==> src/hw/rtl/lfru_pkg.sv <==
// Shared types, codes and constants for the two-list promotion policy engine.
`timescale 1ns / 1ps

package lfru_pkg;

    // Default width of the entry counters
    localparam int COUNT_BITS_DEF = 20;

    localparam int SCORE_W    = 8;
    localparam int WIN_W      = 16;
    localparam int RATIO_W    = 9;
    localparam int FLOOR_W    = 20;
    localparam int CFG_ADDR_W = 3;
    localparam int CFG_DATA_W = 20;
    localparam int OP_W       = 2;
    localparam int IN_DATA_W  = 16;
    localparam int Q_DEPTH    = 4;

    // Operation codes carried in the input tuser
    typedef enum logic [OP_W-1:0] {
        OP_ADD    = 2'd0,
        OP_REMOVE = 2'd1,
        OP_DEMOTE = 2'd2
    } op_t;

    // Configuration register indexes
    localparam logic [CFG_ADDR_W-1:0] REG_POLICY_MODE   = 3'd0;
    localparam logic [CFG_ADDR_W-1:0] REG_SCORE_CAP     = 3'd1;
    localparam logic [CFG_ADDR_W-1:0] REG_MIN_THRESHOLD = 3'd2;
    localparam logic [CFG_ADDR_W-1:0] REG_WINDOW_SIZE   = 3'd3;
    localparam logic [CFG_ADDR_W-1:0] REG_PRIV_RATIO    = 3'd4;
    localparam logic [CFG_ADDR_W-1:0] REG_PRIV_FLOOR    = 3'd5;

    typedef struct packed {
        logic               policy_mode;
        logic [SCORE_W-1:0] score_cap;
        logic [SCORE_W-1:0] min_threshold;
        logic [WIN_W-1:0]   window_size;
        logic [RATIO_W-1:0] priv_ratio_256;
        logic [FLOOR_W-1:0] priv_count_floor;
    } cfg_t;

    // Classified command handed from the front end to the back end
    typedef struct packed {
        logic               adapt;      // non-privileged add in frequency mode
        logic               priv_keep;  // privileged add: stays privileged
        logic               unused_inc;
        logic               unused_dec;
        logic               priv_dec;
        logic               removed;
        logic               priv_pass;  // goes_priv unless promoted
        logic               at_cap;     // incremented score sits at the cap
        logic [SCORE_W-1:0] res_score;
    } cmd_t;

endpackage

==> src/hw/rtl/lfru_front.sv <==
// Front end: decode and classify each input item into a command for the queue.
`timescale 1ns / 1ps

module lfru_front
(
    input  lfru_pkg::cfg_t                   cfg,
    input  logic                             s_axis_tvalid,
    output logic                             s_axis_tready,
    input  logic [lfru_pkg::IN_DATA_W-1:0]   s_axis_tdata,
    input  logic [lfru_pkg::OP_W-1:0]        s_axis_tuser,
    input  logic                             q_full,
    output logic                             q_push,
    output lfru_pkg::cmd_t                   q_cmd
);

    logic [lfru_pkg::SCORE_W-1:0] score;
    logic                         is_priv;
    logic                         listed;
    logic                         server;
    logic [lfru_pkg::SCORE_W:0]   score_inc;
    logic [lfru_pkg::SCORE_W-1:0] score_sat;

    assign score   = s_axis_tdata[lfru_pkg::SCORE_W-1:0];
    assign is_priv = s_axis_tdata[lfru_pkg::SCORE_W];
    assign listed  = s_axis_tdata[lfru_pkg::SCORE_W+1];
    assign server  = s_axis_tdata[lfru_pkg::SCORE_W+2];

    assign score_inc = {1'b0, score} + 9'd1;
    assign score_sat = (score_inc > {1'b0, cfg.score_cap}) ? cfg.score_cap
                                                           : score_inc[lfru_pkg::SCORE_W-1:0];

    assign s_axis_tready = !q_full;
    assign q_push        = s_axis_tvalid && !q_full;

    always_comb
    begin
        q_cmd           = '0;
        q_cmd.res_score = score;
        q_cmd.priv_pass = is_priv;
        unique case (s_axis_tuser)
            lfru_pkg::OP_ADD:
            begin
                q_cmd.unused_inc = 1'b1;
                q_cmd.priv_pass  = 1'b0;
                if (cfg.policy_mode)
                begin
                    q_cmd.res_score = score_sat;
                    q_cmd.at_cap    = (score_sat == cfg.score_cap);
                    q_cmd.adapt     = !is_priv;
                    q_cmd.priv_keep = is_priv;
                end
            end
            lfru_pkg::OP_REMOVE:
            begin
                q_cmd.unused_dec = listed;
                q_cmd.priv_dec   = listed && cfg.policy_mode && is_priv;
                q_cmd.removed    = listed;
                q_cmd.priv_pass  = 1'b0;
            end
            lfru_pkg::OP_DEMOTE:
            begin
                if (cfg.policy_mode && !server)
                begin
                    q_cmd.unused_dec = listed;
                    q_cmd.priv_dec   = listed && is_priv;
                    q_cmd.removed    = listed;
                    q_cmd.unused_inc = 1'b1;
                    q_cmd.priv_pass  = 1'b0;
                    q_cmd.res_score  = score >> 2;
                end
            end
            default:
            begin
                // no-operation code: pass the entry through untouched
                q_cmd.res_score = score;
            end
        endcase
    end

endmodule

==> src/hw/rtl/lfru_cmd_fifo.sv <==
// Short command queue between the front end and the back end.
`timescale 1ns / 1ps

module lfru_cmd_fifo
(
    input  logic           clk,
    input  logic           rst_n,
    input  logic           push,
    input  lfru_pkg::cmd_t push_cmd,
    output logic           full,
    input  logic           pop,
    output logic           valid,
    output lfru_pkg::cmd_t head_cmd
);

    localparam int PTR_W = $clog2(lfru_pkg::Q_DEPTH);
    localparam int CNT_W = $clog2(lfru_pkg::Q_DEPTH + 1);
    localparam logic [CNT_W-1:0] DEPTH_C = CNT_W'(lfru_pkg::Q_DEPTH);

    lfru_pkg::cmd_t   slot_reg [lfru_pkg::Q_DEPTH];
    logic [PTR_W-1:0] wr_ptr_reg;
    logic [PTR_W-1:0] wr_ptr_next;
    logic [PTR_W-1:0] rd_ptr_reg;
    logic [PTR_W-1:0] rd_ptr_next;
    logic [CNT_W-1:0] count_reg;
    logic [CNT_W-1:0] count_next;
    logic             do_push;
    logic             do_pop;

    assign full     = (count_reg == DEPTH_C);
    assign valid    = (count_reg != '0);
    assign head_cmd = slot_reg[rd_ptr_reg];
    assign do_push  = push && !full;
    assign do_pop   = pop && valid;

    always_comb
    begin
        wr_ptr_next = do_push ? wr_ptr_reg + 1'b1 : wr_ptr_reg;
        rd_ptr_next = do_pop  ? rd_ptr_reg + 1'b1 : rd_ptr_reg;
        count_next  = count_reg;
        if (do_push && !do_pop)
        begin
            count_next = count_reg + 1'b1;
        end
        else if (do_pop && !do_push)
        begin
            count_next = count_reg - 1'b1;
        end
    end

    always_ff @(posedge clk or negedge rst_n)
    begin
        if (!rst_n)
        begin
            wr_ptr_reg <= '0;
            rd_ptr_reg <= '0;
            count_reg  <= '0;
        end
        else
        begin
            wr_ptr_reg <= wr_ptr_next;
            rd_ptr_reg <= rd_ptr_next;
            count_reg  <= count_next;
        end
    end

    always_ff @(posedge clk)
    begin
        if (do_push)
        begin
            slot_reg[wr_ptr_reg] <= push_cmd;
        end
    end

endmodule

==> src/hw/rtl/lfru_back.sv <==
// Back end: apply commands to the counters and threshold, then form the result.
`timescale 1ns / 1ps

module lfru_back
#(
    parameter  int COUNT_BITS = lfru_pkg::COUNT_BITS_DEF,
    localparam int OUT_W      = ((19 + 2 * COUNT_BITS + 7) / 8) * 8
)
(
    input  logic                 clk,
    input  logic                 rst_n,
    input  lfru_pkg::cfg_t       cfg,
    input  logic                 q_valid,
    input  lfru_pkg::cmd_t       q_cmd,
    output logic                 q_pop,
    output logic                 m_axis_tvalid,
    input  logic                 m_axis_tready,
    output logic [OUT_W-1:0]     m_axis_tdata
);

    localparam int CMP_W = (COUNT_BITS > lfru_pkg::FLOOR_W) ? COUNT_BITS : lfru_pkg::FLOOR_W;
    localparam int PROD_W = COUNT_BITS + lfru_pkg::RATIO_W;
    localparam logic [COUNT_BITS-1:0] CNT_MAX = '1;

    // Counter and threshold state
    logic [COUNT_BITS-1:0]        unused_reg;
    logic [COUNT_BITS-1:0]        unused_next;
    logic [COUNT_BITS-1:0]        priv_reg;
    logic [COUNT_BITS-1:0]        priv_next;
    logic [lfru_pkg::SCORE_W-1:0] thr_reg;
    logic [lfru_pkg::SCORE_W-1:0] thr_next;
    logic [lfru_pkg::SCORE_W-1:0] wmax_reg;
    logic [lfru_pkg::SCORE_W-1:0] wmax_next;
    logic [lfru_pkg::WIN_W-1:0]   wcnt_reg;
    logic [lfru_pkg::WIN_W-1:0]   wcnt_next;

    // Execute stage
    logic                         s1_valid_reg;
    logic                         s1_valid_next;
    logic [lfru_pkg::SCORE_W-1:0] s1_score_reg;
    logic                         s1_goes_priv_reg;
    logic                         s1_removed_reg;

    // Output stage
    logic                         out_valid_reg;
    logic                         out_valid_next;
    logic [OUT_W-1:0]             out_data_reg;
    logic [OUT_W-1:0]             out_data_next;

    logic                         s1_ready;
    logic                         s2_ready;
    logic                         s1_load;
    logic                         s2_load;
    logic                         promote;
    logic                         goes_priv;
    logic [COUNT_BITS-1:0]        unused_mid;
    logic [lfru_pkg::SCORE_W-1:0] wmax_seen;
    logic [lfru_pkg::SCORE_W+1:0] wmax_x3;
    logic [lfru_pkg::WIN_W-1:0]   wcnt_inc;
    logic [PROD_W-1:0]            ratio_prod;
    logic [COUNT_BITS:0]          ratio_limit;
    logic                         too_many;

    assign s2_ready = !out_valid_reg || m_axis_tready;
    assign s1_ready = !s1_valid_reg || s2_ready;
    assign q_pop    = q_valid && s1_ready;
    assign s1_load  = q_pop;
    assign s2_load  = s1_valid_reg && s2_ready;

    assign promote   = q_cmd.adapt && ((q_cmd.res_score > thr_reg) || q_cmd.at_cap);
    assign goes_priv = q_cmd.priv_pass || q_cmd.priv_keep || promote;

    assign wmax_seen = (q_cmd.res_score > wmax_reg) ? q_cmd.res_score : wmax_reg;
    assign wmax_x3   = {2'b00, wmax_seen} + {1'b0, wmax_seen, 1'b0};
    assign wcnt_inc  = wcnt_reg + 1'b1;

    always_comb
    begin
        unused_mid  = (q_cmd.unused_dec && unused_reg != '0) ? unused_reg - 1'b1 : unused_reg;
        unused_next = unused_reg;
        priv_next   = priv_reg;
        thr_next    = thr_reg;
        wmax_next   = wmax_reg;
        wcnt_next   = wcnt_reg;
        if (s1_load)
        begin
            unused_next = (q_cmd.unused_inc && unused_mid != CNT_MAX) ? unused_mid + 1'b1
                                                                      : unused_mid;
            priority if (q_cmd.priv_dec)
            begin
                priv_next = (priv_reg != '0) ? priv_reg - 1'b1 : priv_reg;
            end
            else if (q_cmd.priv_keep || promote)
            begin
                priv_next = (priv_reg != CNT_MAX) ? priv_reg + 1'b1 : priv_reg;
            end
            else
            begin
                priv_next = priv_reg;
            end
            if (q_cmd.adapt)
            begin
                priority if (promote)
                begin
                    thr_next  = q_cmd.res_score;
                    wmax_next = cfg.min_threshold;
                    wcnt_next = '0;
                end
                else if (wcnt_inc == cfg.window_size)
                begin
                    thr_next  = wmax_seen;
                    wmax_next = cfg.min_threshold;
                    wcnt_next = '0;
                end
                else if (wcnt_inc == (cfg.window_size >> 1))
                begin
                    // decay the running maximum to three quarters at half-window
                    wmax_next = wmax_x3[lfru_pkg::SCORE_W+1:2];
                    wcnt_next = wcnt_inc;
                end
                else
                begin
                    wmax_next = wmax_seen;
                    wcnt_next = wcnt_inc;
                end
            end
        end
    end

    always_comb
    begin
        s1_valid_next = s1_load ? 1'b1 : (s2_load ? 1'b0 : s1_valid_reg);
        out_valid_next = s2_load ? 1'b1 : (m_axis_tready ? 1'b0 : out_valid_reg);
    end

    // Ratio limit from the counts left by the item in the execute stage
    assign ratio_prod  = PROD_W'(unused_reg) * PROD_W'(cfg.priv_ratio_256);
    assign ratio_limit = ratio_prod[PROD_W-1:8];
    assign too_many    = (CMP_W'(priv_reg) >= CMP_W'(cfg.priv_count_floor))
                         && ({1'b0, priv_reg} >= ratio_limit);
    assign out_data_next = OUT_W'({priv_reg, unused_reg, thr_reg, too_many,
                                   s1_removed_reg, s1_goes_priv_reg, s1_score_reg});

    always_ff @(posedge clk or negedge rst_n)
    begin
        if (!rst_n)
        begin
            unused_reg    <= '0;
            priv_reg      <= '0;
            thr_reg       <= '0;
            wmax_reg      <= '0;
            wcnt_reg      <= '0;
            s1_valid_reg  <= 1'b0;
            out_valid_reg <= 1'b0;
        end
        else
        begin
            unused_reg    <= unused_next;
            priv_reg      <= priv_next;
            thr_reg       <= thr_next;
            wmax_reg      <= wmax_next;
            wcnt_reg      <= wcnt_next;
            s1_valid_reg  <= s1_valid_next;
            out_valid_reg <= out_valid_next;
        end
    end

    always_ff @(posedge clk)
    begin
        if (s1_load)
        begin
            s1_score_reg     <= q_cmd.res_score;
            s1_goes_priv_reg <= goes_priv;
            s1_removed_reg   <= q_cmd.removed;
        end
        if (s2_load)
        begin
            out_data_reg <= out_data_next;
        end
    end

    assign m_axis_tvalid = out_valid_reg;
    assign m_axis_tdata  = out_data_reg;

    a_counts_hold_when_idle: assert property (@(posedge clk) disable iff (!rst_n)
        !s1_load |=> $stable(unused_reg) && $stable(priv_reg))
        else $error("counts moved without a command");

    a_thr_only_on_adapt: assert property (@(posedge clk) disable iff (!rst_n)
        (s1_load && !q_cmd.adapt) |=> $stable(thr_reg) && $stable(wcnt_reg))
        else $error("threshold window moved on a command that does not adapt");

    a_net_add_nonzero: assert property (@(posedge clk) disable iff (!rst_n)
        (s1_load && q_cmd.unused_inc) |=> (unused_reg != '0))
        else $error("unused count zero after an add");

    a_removed_not_priv: assert property (@(posedge clk) disable iff (!rst_n)
        (s1_load && q_cmd.removed) |=> !s1_goes_priv_reg)
        else $error("removed entry marked privileged");

endmodule

==> src/hw/rtl/lfru_promotion_policy.sv <==
// Top level of the two-list promotion policy engine: config registers and wiring.
`timescale 1ns / 1ps

// Decision engine for a privileged/normal two-list replacement policy. Each input
// item (add, remove or demote of one entry) yields exactly one result item with the
// entry's new score, its list, whether it left a list, the too-many-privileged flag,
// the current promotion threshold and both counts as they stand after that item.
// Sustained rate is one item per clock unless the output stalls, bounded by the
// counter, window maximum and threshold update done as each command is popped.
// With an empty queue an accepted item passes through the queue slot and the
// execute stage register, after which the output register, loaded with the
// ratio multiply and compare, drives the result. A four-entry command queue
// decouples the input from the back end, so input keeps flowing while a result
// waits on the output. Write configuration only while the block is idle.

module lfru_promotion_policy
#(
    parameter  int COUNT_BITS = lfru_pkg::COUNT_BITS_DEF,
    localparam int OUT_W      = ((19 + 2 * COUNT_BITS + 7) / 8) * 8
)
(
    input  logic                                clk,
    input  logic                                rst_n,
    // configuration write port
    input  logic                                cfg_wr_en,
    input  logic [lfru_pkg::CFG_ADDR_W-1:0]     cfg_addr,
    input  logic [lfru_pkg::CFG_DATA_W-1:0]     cfg_wdata,
    // input items
    input  logic                                s_axis_tvalid,
    output logic                                s_axis_tready,
    // entry_score[7:0], entry_is_priv[8], entry_listed[9], entry_server_side[10]
    input  logic [lfru_pkg::IN_DATA_W-1:0]      s_axis_tdata,
    // operation[1:0]
    input  logic [lfru_pkg::OP_W-1:0]           s_axis_tuser,
    // result items
    output logic                                m_axis_tvalid,
    input  logic                                m_axis_tready,
    // new_score, goes_priv, was_removed, priv_too_many, current_threshold (8),
    // unused_total (COUNT_BITS), priv_total (COUNT_BITS), zero padded
    output logic [OUT_W-1:0]                    m_axis_tdata
);

    lfru_pkg::cfg_t cfg_reg;
    lfru_pkg::cfg_t cfg_next;
    logic           q_push;
    logic           q_full;
    logic           q_pop;
    logic           q_valid;
    lfru_pkg::cmd_t push_cmd;
    lfru_pkg::cmd_t head_cmd;

    // Register writes; indexes beyond the list are dropped
    always_comb
    begin
        cfg_next = cfg_reg;
        if (cfg_wr_en)
        begin
            unique case (cfg_addr)
                lfru_pkg::REG_POLICY_MODE:   cfg_next.policy_mode      = cfg_wdata[0];
                lfru_pkg::REG_SCORE_CAP:     cfg_next.score_cap        = cfg_wdata[7:0];
                lfru_pkg::REG_MIN_THRESHOLD: cfg_next.min_threshold    = cfg_wdata[7:0];
                lfru_pkg::REG_WINDOW_SIZE:   cfg_next.window_size      = cfg_wdata[15:0];
                lfru_pkg::REG_PRIV_RATIO:    cfg_next.priv_ratio_256   = cfg_wdata[8:0];
                lfru_pkg::REG_PRIV_FLOOR:    cfg_next.priv_count_floor = cfg_wdata[19:0];
                default:                     cfg_next                  = cfg_reg;
            endcase
        end
    end

    always_ff @(posedge clk or negedge rst_n)
    begin
        if (!rst_n)
        begin
            cfg_reg.policy_mode      <= 1'b1;
            cfg_reg.score_cap        <= 8'd255;
            cfg_reg.min_threshold    <= 8'd1;
            cfg_reg.window_size      <= 16'd256;
            cfg_reg.priv_ratio_256   <= 9'd85;
            cfg_reg.priv_count_floor <= 20'd100;
        end
        else
        begin
            cfg_reg <= cfg_next;
        end
    end

    // Classify items as they arrive
    lfru_front u_front
    (
        .cfg           (cfg_reg),
        .s_axis_tvalid (s_axis_tvalid),
        .s_axis_tready (s_axis_tready),
        .s_axis_tdata  (s_axis_tdata),
        .s_axis_tuser  (s_axis_tuser),
        .q_full        (q_full),
        .q_push        (q_push),
        .q_cmd         (push_cmd)
    );

    // Hold classified commands until the back end takes them
    lfru_cmd_fifo u_fifo
    (
        .clk      (clk),
        .rst_n    (rst_n),
        .push     (q_push),
        .push_cmd (push_cmd),
        .full     (q_full),
        .pop      (q_pop),
        .valid    (q_valid),
        .head_cmd (head_cmd)
    );

    // Advance the counters and threshold, then drive results
    lfru_back #(.COUNT_BITS(COUNT_BITS)) u_back
    (
        .clk           (clk),
        .rst_n         (rst_n),
        .cfg           (cfg_reg),
        .q_valid       (q_valid),
        .q_cmd         (head_cmd),
        .q_pop         (q_pop),
        .m_axis_tvalid (m_axis_tvalid),
        .m_axis_tready (m_axis_tready),
        .m_axis_tdata  (m_axis_tdata)
    );

endmodule

==> config.mk <==
export PLATFORM = sky130hd
export DESIGN_NAME = lfru_promotion_policy
export DESIGN_NICKNAME = d
export VERILOG_FILES = /design/src/hw/rtl/lfru_pkg.sv /design/src/hw/rtl/lfru_front.sv /design/src/hw/rtl/lfru_cmd_fifo.sv /design/src/hw/rtl/lfru_back.sv /design/src/hw/rtl/lfru_promotion_policy.sv
export SDC_FILE = /design/constraint.sdc
export NUM_CORES = 1
export LEC_CHECK = 0
export BUFFER_PORTS_ARGS = -buffer_cell sky130_fd_sc_hd__buf_2
export CORE_ASPECT_RATIO = 1.75
export CORE_MARGIN = 2
export CORE_UTILIZATION = 62
export DETAILED_ROUTE_END_ITERATION = 7
export HOLD_SLACK_MARGIN = 0.08
export PLACE_DENSITY_LB_ADDON = 0.1
export SLEW_MARGIN = 15
export SYNTH_ARGS = -nofsm -noshare
export SYNTH_HDL_FRONTEND = slang
export SYNTH_SLANG_ARGS = --single-unit
==> constraint.sdc <==
create_clock -name clk -period 9.05 [get_ports clk]
set_input_delay 0.905 -clock clk [delete_from_list [all_inputs] [get_ports clk]]
set_output_delay 0.905 -clock clk [all_outputs]
set_load 0.01 [all_outputs]
==> impl_metrics.csv, run 1 <==
group,metric,value,unit
status,status,"finished clean",
global_route,grt_start_max_net_pins,73,
sta,rsz0062_at_grt,"false",
yosys,syn_avg_cell_area,10.62,µm²
die,start_util,62.48,%
clock_tree,clk_latency,0.56,ns
die,rows,88,
clock_tree,post_cts_buffers,0,
sta,slew_viol_final,0,
yosys,yosysSeqAreaShare,36.46,%
sta,skew,0.02111,ns
sta,timing.final.crit_share,80.06,%
setup_path,arrival,7.53,ns
finish,final_nets,2312,
sta,fmax,138.0,MHz
placement,placed_cell_area,21270,µm²
sta,setup_violations,0,
clock_tree,cts_buffers,25,
finish,layout_common_cells,"nand2_1 (182), inv_1 (176), ha_1 (149)",
yosys,synth_cells,1930,
detailed_routing,drtPass1Iterations,6,
die,design.core.area,32810,µm²
yosys,ys.flop_type,"edfxtp_1",
finish,largest_reg_flops,62,
global_route,grt_pass1_wl,78720,µm
detailed_routing,wl,48010,µm
clock_tree,cts_resized,0,
clock_tree,cts-root-buf,"clkbuf_16",
clock_tree,cts_tree,"yes",
setup_path,cp.required,9.33,ns
global_route,gr-total-overflow,0,
die,die-area,34590,µm²
setup_path,crit_type,"register to register",
yosys,synth_edf_count,129,
global_route,antenna_found_initial,0,
sta,setup-tns-final,0,ns
die,dieHeight,244.6,µm
finish,antenna_cells,0,
detailed_routing,wl_per_cell,19.90,µm
setup_path,critPathCaptureType,"register",
placement,pre_cts_ws,1.930,ns
detailed_routing,ant_nets,0,
placement,io_buffers,101,
detailed_routing,drc,0,
yosys,async_flop_share,52.57,%
yosys,ys_types,88,
setup_path,path_max_fanout,21,
clock_tree,cts-hold-fix-buffers,0,
setup_path,start_kind,"register",
placement,hpwl,35210,µm
sta,setup_ws,1.805,ns
sta,fin_crit,7.245,ns
placement,gp_congestion,0.9278,
finish,synthToLayoutAreaGrowth,7.903,%
die,die-width,141.5,µm
min_path,hold_path.class,"input port to async pin",
detailed_routing,via_per_inst,6.045,
yosys,synth_area,20500,µm²
clock_tree,cts.sinks,272,
sta,tightest_slew,1.076,ns
yosys,ys_warn_count,0,
detailed_routing,vias,14580,
clock_tree,cts_buffer_depth,3,
finish,final_common_cell,"nand2_1",
global_route,grt_pass1_vias,15200,
finish,drive_gt1_share,14.75,%
sta,finalHoldViolCount,0,
detailed_routing,drtIter0Drc,819,
yosys,yosys_register_bits,272,
run,maxCapViolations,0,
die,ioPinCount,112,
global_route,track_usage,28.89,%
sta,slew_headroom,27.91,%
finish,fin_area,22120,µm²
clock_tree,ctsHtreeMaxLevel,1,
clock_tree,path_clk_slew,0.07,ns
==> critical path: stages (launching register included) <==
cell and delay (ns):
dfrtp_1 0.86, nand2_1 0.17, fa_1 0.53, inv_1 0.05, fa_1 0.45, ha_1 0.29
inv_1 0.05, fa_1 0.53, inv_1 0.04, ha_1 0.26, nand4b_1 0.08, nor3_1 0.56
a31oi_1 0.27, a311oi_1 0.38, o21ai_0 0.23, o31ai_1 0.42, o31a_1 0.20, and2_1 0.15
nor2_1 0.05, xor2_1 0.14, ha_1 0.30, and3_1 0.17, nand3_1 0.11, nor3_1 0.07
nand3_1 0.09, nand3_1 0.09, a221oi_1 0.33, a211oi_1 0.09
==> synthesized netlist by cell type, types with 13 or more instances <==
cell	n	area share, %
nand2_1	182	3.3
inv_1	176	3.2
ha_1	149	9.1
edfxtp_1	129	19
fa_1	129	13
dfrtp_1	125	15
and2_1	107	3.3
o21ai_0	90	2.2
xnor2_1	85	3.6
mux2_2	77	4.2
nor2_1	77	1.4
clkbuf_1	69	1.3
xor2_1	53	2.3
a21oi_1	51	1.2
nand3_1	35	0.85
mux2i_1	30	1.5
nor3_1	29	0.71
a21o_1	21	0.77
and3_1	21	0.64
nor2b_1	19	0.58
dfstp_2	18	2.3
nand4_1	18	0.55
nor4_1	17	0.52
nand2b_1	16	0.49
mux4_2	15	1.6
o21a_1	13	0.48
==> routing by layer <==
metal	GRT usage (%)	up-vias	wire length (µm)	share of wire [%]
li1	-	6762	-	-
met1	33.12	7300	17760	37
met2	54.11	395	26100	54
met3	2.369	123	1898	4.0
met4	13.18	0	2258	4.7
met5	0	-	0	0
==> through the flow <==
step	std cells	hold WS (ns)	util, %
CTS	2411	0.4028	67.38
global route	2412	0.4191	67.42
global placement	2365	0.4035	64.83
detailed placement	2365	0.4045	64.83
finish	2412	0.3594	67.42
floorplan	1934	0.4003	-
==> kinds of logic after synthesis <==
| family | Yosys count | share of synthesized area (%) |
|---|---|---|
| compound gates | 287 | 9.289 |
| buf+inv | 267 | 5.169 |
| flops | 272 | 36.46 |
| mux | 123 | 7.409 |
| fa+ha+maj | 278 | 21.69 |
| simple gates | 564 | 14.07 |
| other cells | 1 | 0.01829 |
| xor+xnor | 138 | 5.896 |
==> worst paths after layout <==
kind,from,endpoint,slack [ns],cells after the start
min in group clk,u_back.s1_score_reg[2],u_back.m_axis_tdata[2],0.42,0
max in group asynchronous,rst_n,u_back.priv_reg[1],7.18,2
min,rst_n,u_fifo.wr_ptr_reg[1],0.36,1
min reg2reg,u_back.s1_score_reg[2],u_back.m_axis_tdata[2],0.42,0
max reg2reg,cfg_reg[21],u_back.m_axis_tdata[10],1.80,27
max,cfg_reg[21],u_back.m_axis_tdata[10],1.80,27
==> final cells by class <==
type                    instances  area (µm²)
flip-flops and latches        272        7475
well taps                     405       506.7
clock inverters                16       161.4
inverters                     176       660.6
fillers                      2574       10690
multi-input cells            1395       12000
clock buffers                  30       674.4
repair buffers                118       639.4
Power of run 1 is not shown: default switching activity piles up to over one toggle a cycle in this logic, so the estimate is an artifact.
==> inputs of run 2 (changes only) <==
Settings changed: ABC_AREA from default to 1, CORE_UTILIZATION 62 to 57.
Clock period 9.05 ns to 6.2 ns, I/O delays scaled along.
==> run 2 against run 1 <==
First-iteration DRC count up 12%. Flip-flop and latch count stayed put. Synthesized cell count is 40% higher. Die area increased by 15%. Critical endpoint unchanged.
==> impl_metrics.csv, run 2 <==
group,metric,value,unit
finish,antenna_cells,0,
setup_path,start_kind,"register",
yosys,synth_edf_count,129,
global_route,grt_pass1_wl,94450,µm
setup_path,path_max_fanout,7,
setup_path,cp.required,6.51,ns
yosys,yosys-top-cells-area,"edfxtp_1 (18%), dfrtp_1 (14%), nand2_1 (13%), fa_1 (12%), ha_1 (8.6%)",
placement,placed_cell_area,22890,µm²
detailed_routing,drtIter0Drc,921,
clock_tree,ctsHtreeMaxLevel,1,
sta,slew_viol_final,0,
die,die-area,39670,µm²
sta,fin_crit,5.886,ns
sta,timing.final.crit_share,94.94,%
sta,slew_headroom,29.11,%
finish,final_common_cell,"nand2_1",
sta,setup-tns-final,0,ns
finish,finalCoreUtilization,63.76,%
global_route,grt_start_max_net_pins,79,
clock_tree,cts_tree,"yes",
yosys,yosysSeqAreaShare,34.48,%
clock_tree,cts_buffers,25,
yosys,synth.top_cells.by_count,"nand2_1 (735), inv_1 (436), nor2_1 (198)",
yosys,ys_warn_count,0,
clock_tree,cts_buffer_depth,3,
clock_tree,cts.sinks,272,
detailed_routing,wl_per_cell,17.83,µm
yosys,ys_types,59,
finish,final_nets,3141,
sta,finalHoldViolCount,0,
die,die-width,151.4,µm
finish,fin_area,23920,µm²
finish,drive_gt1_share,10.93,%
min_path,hold_path.class,"input port to async pin",
run,maxCapViolations,0,
yosys,yosysTopAreaCell,"edfxtp_1",
global_route,gr-total-overflow,0,
yosys,synth_area,21680,µm²
detailed_routing,via_per_inst,5.521,
yosys,async_flop_share,52.57,%
setup_path,crit_type,"register to register",
finish,synthToLayoutAreaGrowth,10.36,%
clock_tree,path_clk_slew,0.07,ns
sta,tightest_slew,1.060,ns
finish,num-fill-cells,3315,
setup_path,r2r.worst_path.cells,32,
die,rows,94,
sta,holdWs,0.08432,ns
die,dieHeight,262.0,µm
global_route,grt_pass1_vias,18880,
die,design.core.area,37520,µm²
detailed_routing,drc,0,
global_route,track_usage,30.62,%
clock_tree,cts-hold-fix-buffers,0,
yosys,post-synth-top-count-cell,"nand2_1",
finish,layout_common_cells,"nand2_1 (734), inv_1 (436), nor2_1 (198)",
detailed_routing,ant_nets,0,
detailed_routing,wl,59120,µm
finish,largest_reg_flops,62,
yosys,syn_avg_cell_area,8.029,µm²
global_route,antenna_found_initial,0,
clock_tree,clk_latency,0.57,ns
placement,io_buffers,101,
yosys,synth_cells,2700,
status,status,"finished clean",
sta,skew,0.02437,ns
setup_path,slowest_stage,"dfstp_4",
sta,setup_violations,0,
setup_path,max_stage_delay,0.68,ns
placement,hpwl,45760,µm
die,ioPinCount,112,
detailed_routing,vias,18310,
yosys,yosys_register_bits,272,
placement,gp_congestion,0.9568,
sta,fmax,169.9,MHz
die,start_util,57.78,%
detailed_routing,drtPass1Iterations,5,
yosys,ys.flop_type,"edfxtp_1",
clock_tree,cts-root-buf,"clkbuf_16",
setup_path,crit_top_cell,"nand2_1",
setup_path,critPathCaptureType,"register",
setup_path,arrival,6.19,ns
yosys,synth_top_area_share,17.87,%
## run 2: cell count changes after synthesis, moves of 19 or more
cell | previous run | this run
o21ai_0 | 90 | 190
mux2i_1 | 30 | 0
nor2b_1 | 19 | 0
and3_1 | 21 | 2
nand3_1 | 35 | 118
a21oi_1 | 51 | 98
mux2_2 | 77 | 0
and2_1 | 107 | 1
inv_1 | 176 | 436
nand2_1 | 182 | 735
nor2_1 | 77 | 198
xnor2_1 | 85 | 27
## run 2: timing repair
item                                    4_1_cts  5_1_grt
gates resized for setup                       0       37
endpoints found under the setup margin        0        1
buffers inserted                              0        8
## run 2: through the flow
stage               instances  setup slack (ns)
global route             3316          -0.01294
global placement         3262            0.1240
detailed placement       3262            0.1424
finish                   3316            0.3140
CTS                      3308           0.07880
floorplan                2704            0.3804
## run 2: area by class of cell
cell class                 instances  area [µm²]  area share, %
sequential                       272        7486          31.29
timing repair buffer             172        1085          4.535
multi-input combinational       1902       12230          51.12
tap                              480       600.6          2.511
inverter                         444        1669          6.977
clock inverter                    19       209.0         0.8735
clock buffer                      27       643.1          2.688
## run 2: path summary, 6_finish.rpt
check	start	endpoint	slack (ns)
hold / removal	rst_n	u_fifo.wr_ptr_reg[1]	0.08
hold reg to reg	u_back.s1_score_reg[2]	u_back.m_axis_tdata[2]	0.42
max in group asynchronous	rst_n	u_back.priv_reg[10]	4.67
setup / recovery	cfg_reg[24]	u_back.m_axis_tdata[10]	0.31
min in group clk	cfg_wdata[19]	cfg_reg[19]	0.32
setup reg to reg	cfg_reg[24]	u_back.m_axis_tdata[10]	0.31
## run 2: cells by family (layout without fill, tap and decap cells)
family / after synthesis / count (layout) / synth area share (%)
simple gates: 1158 / 1158 / 22.24
buf+inv: 530 / 662 / 9.599
xor+xnor: 85 / 85 / 3.521
other cells: 1 / 5 / 0.01730
flops: 272 / 272 / 34.48
compound gates: 376 / 376 / 9.628
fa+ha+maj: 278 / 278 / 20.51
## run 2: critical path: cells and delay by family (launching register included)
kind                       cells  cell delay (ns)
and+or+nand+nor               14             1.01
DFF                            1             0.68
adders and majority gates      6             2.65
AOI/OAI and AO/OA              6             0.73
buffers and inverters          5             0.44
xor gates and xnor gates       1             0.14
## run 2: layer usage
metal	part of all wire, %	up-vias	GRT usage (%)
met2	53	518	56.69
met5	0	-	0
met1	37	8748	33.45
met4	6.7	0	17.96
li1	-	8833	-
met3	3.6	209	3.038
Power of run 2 is left out for the same reason.
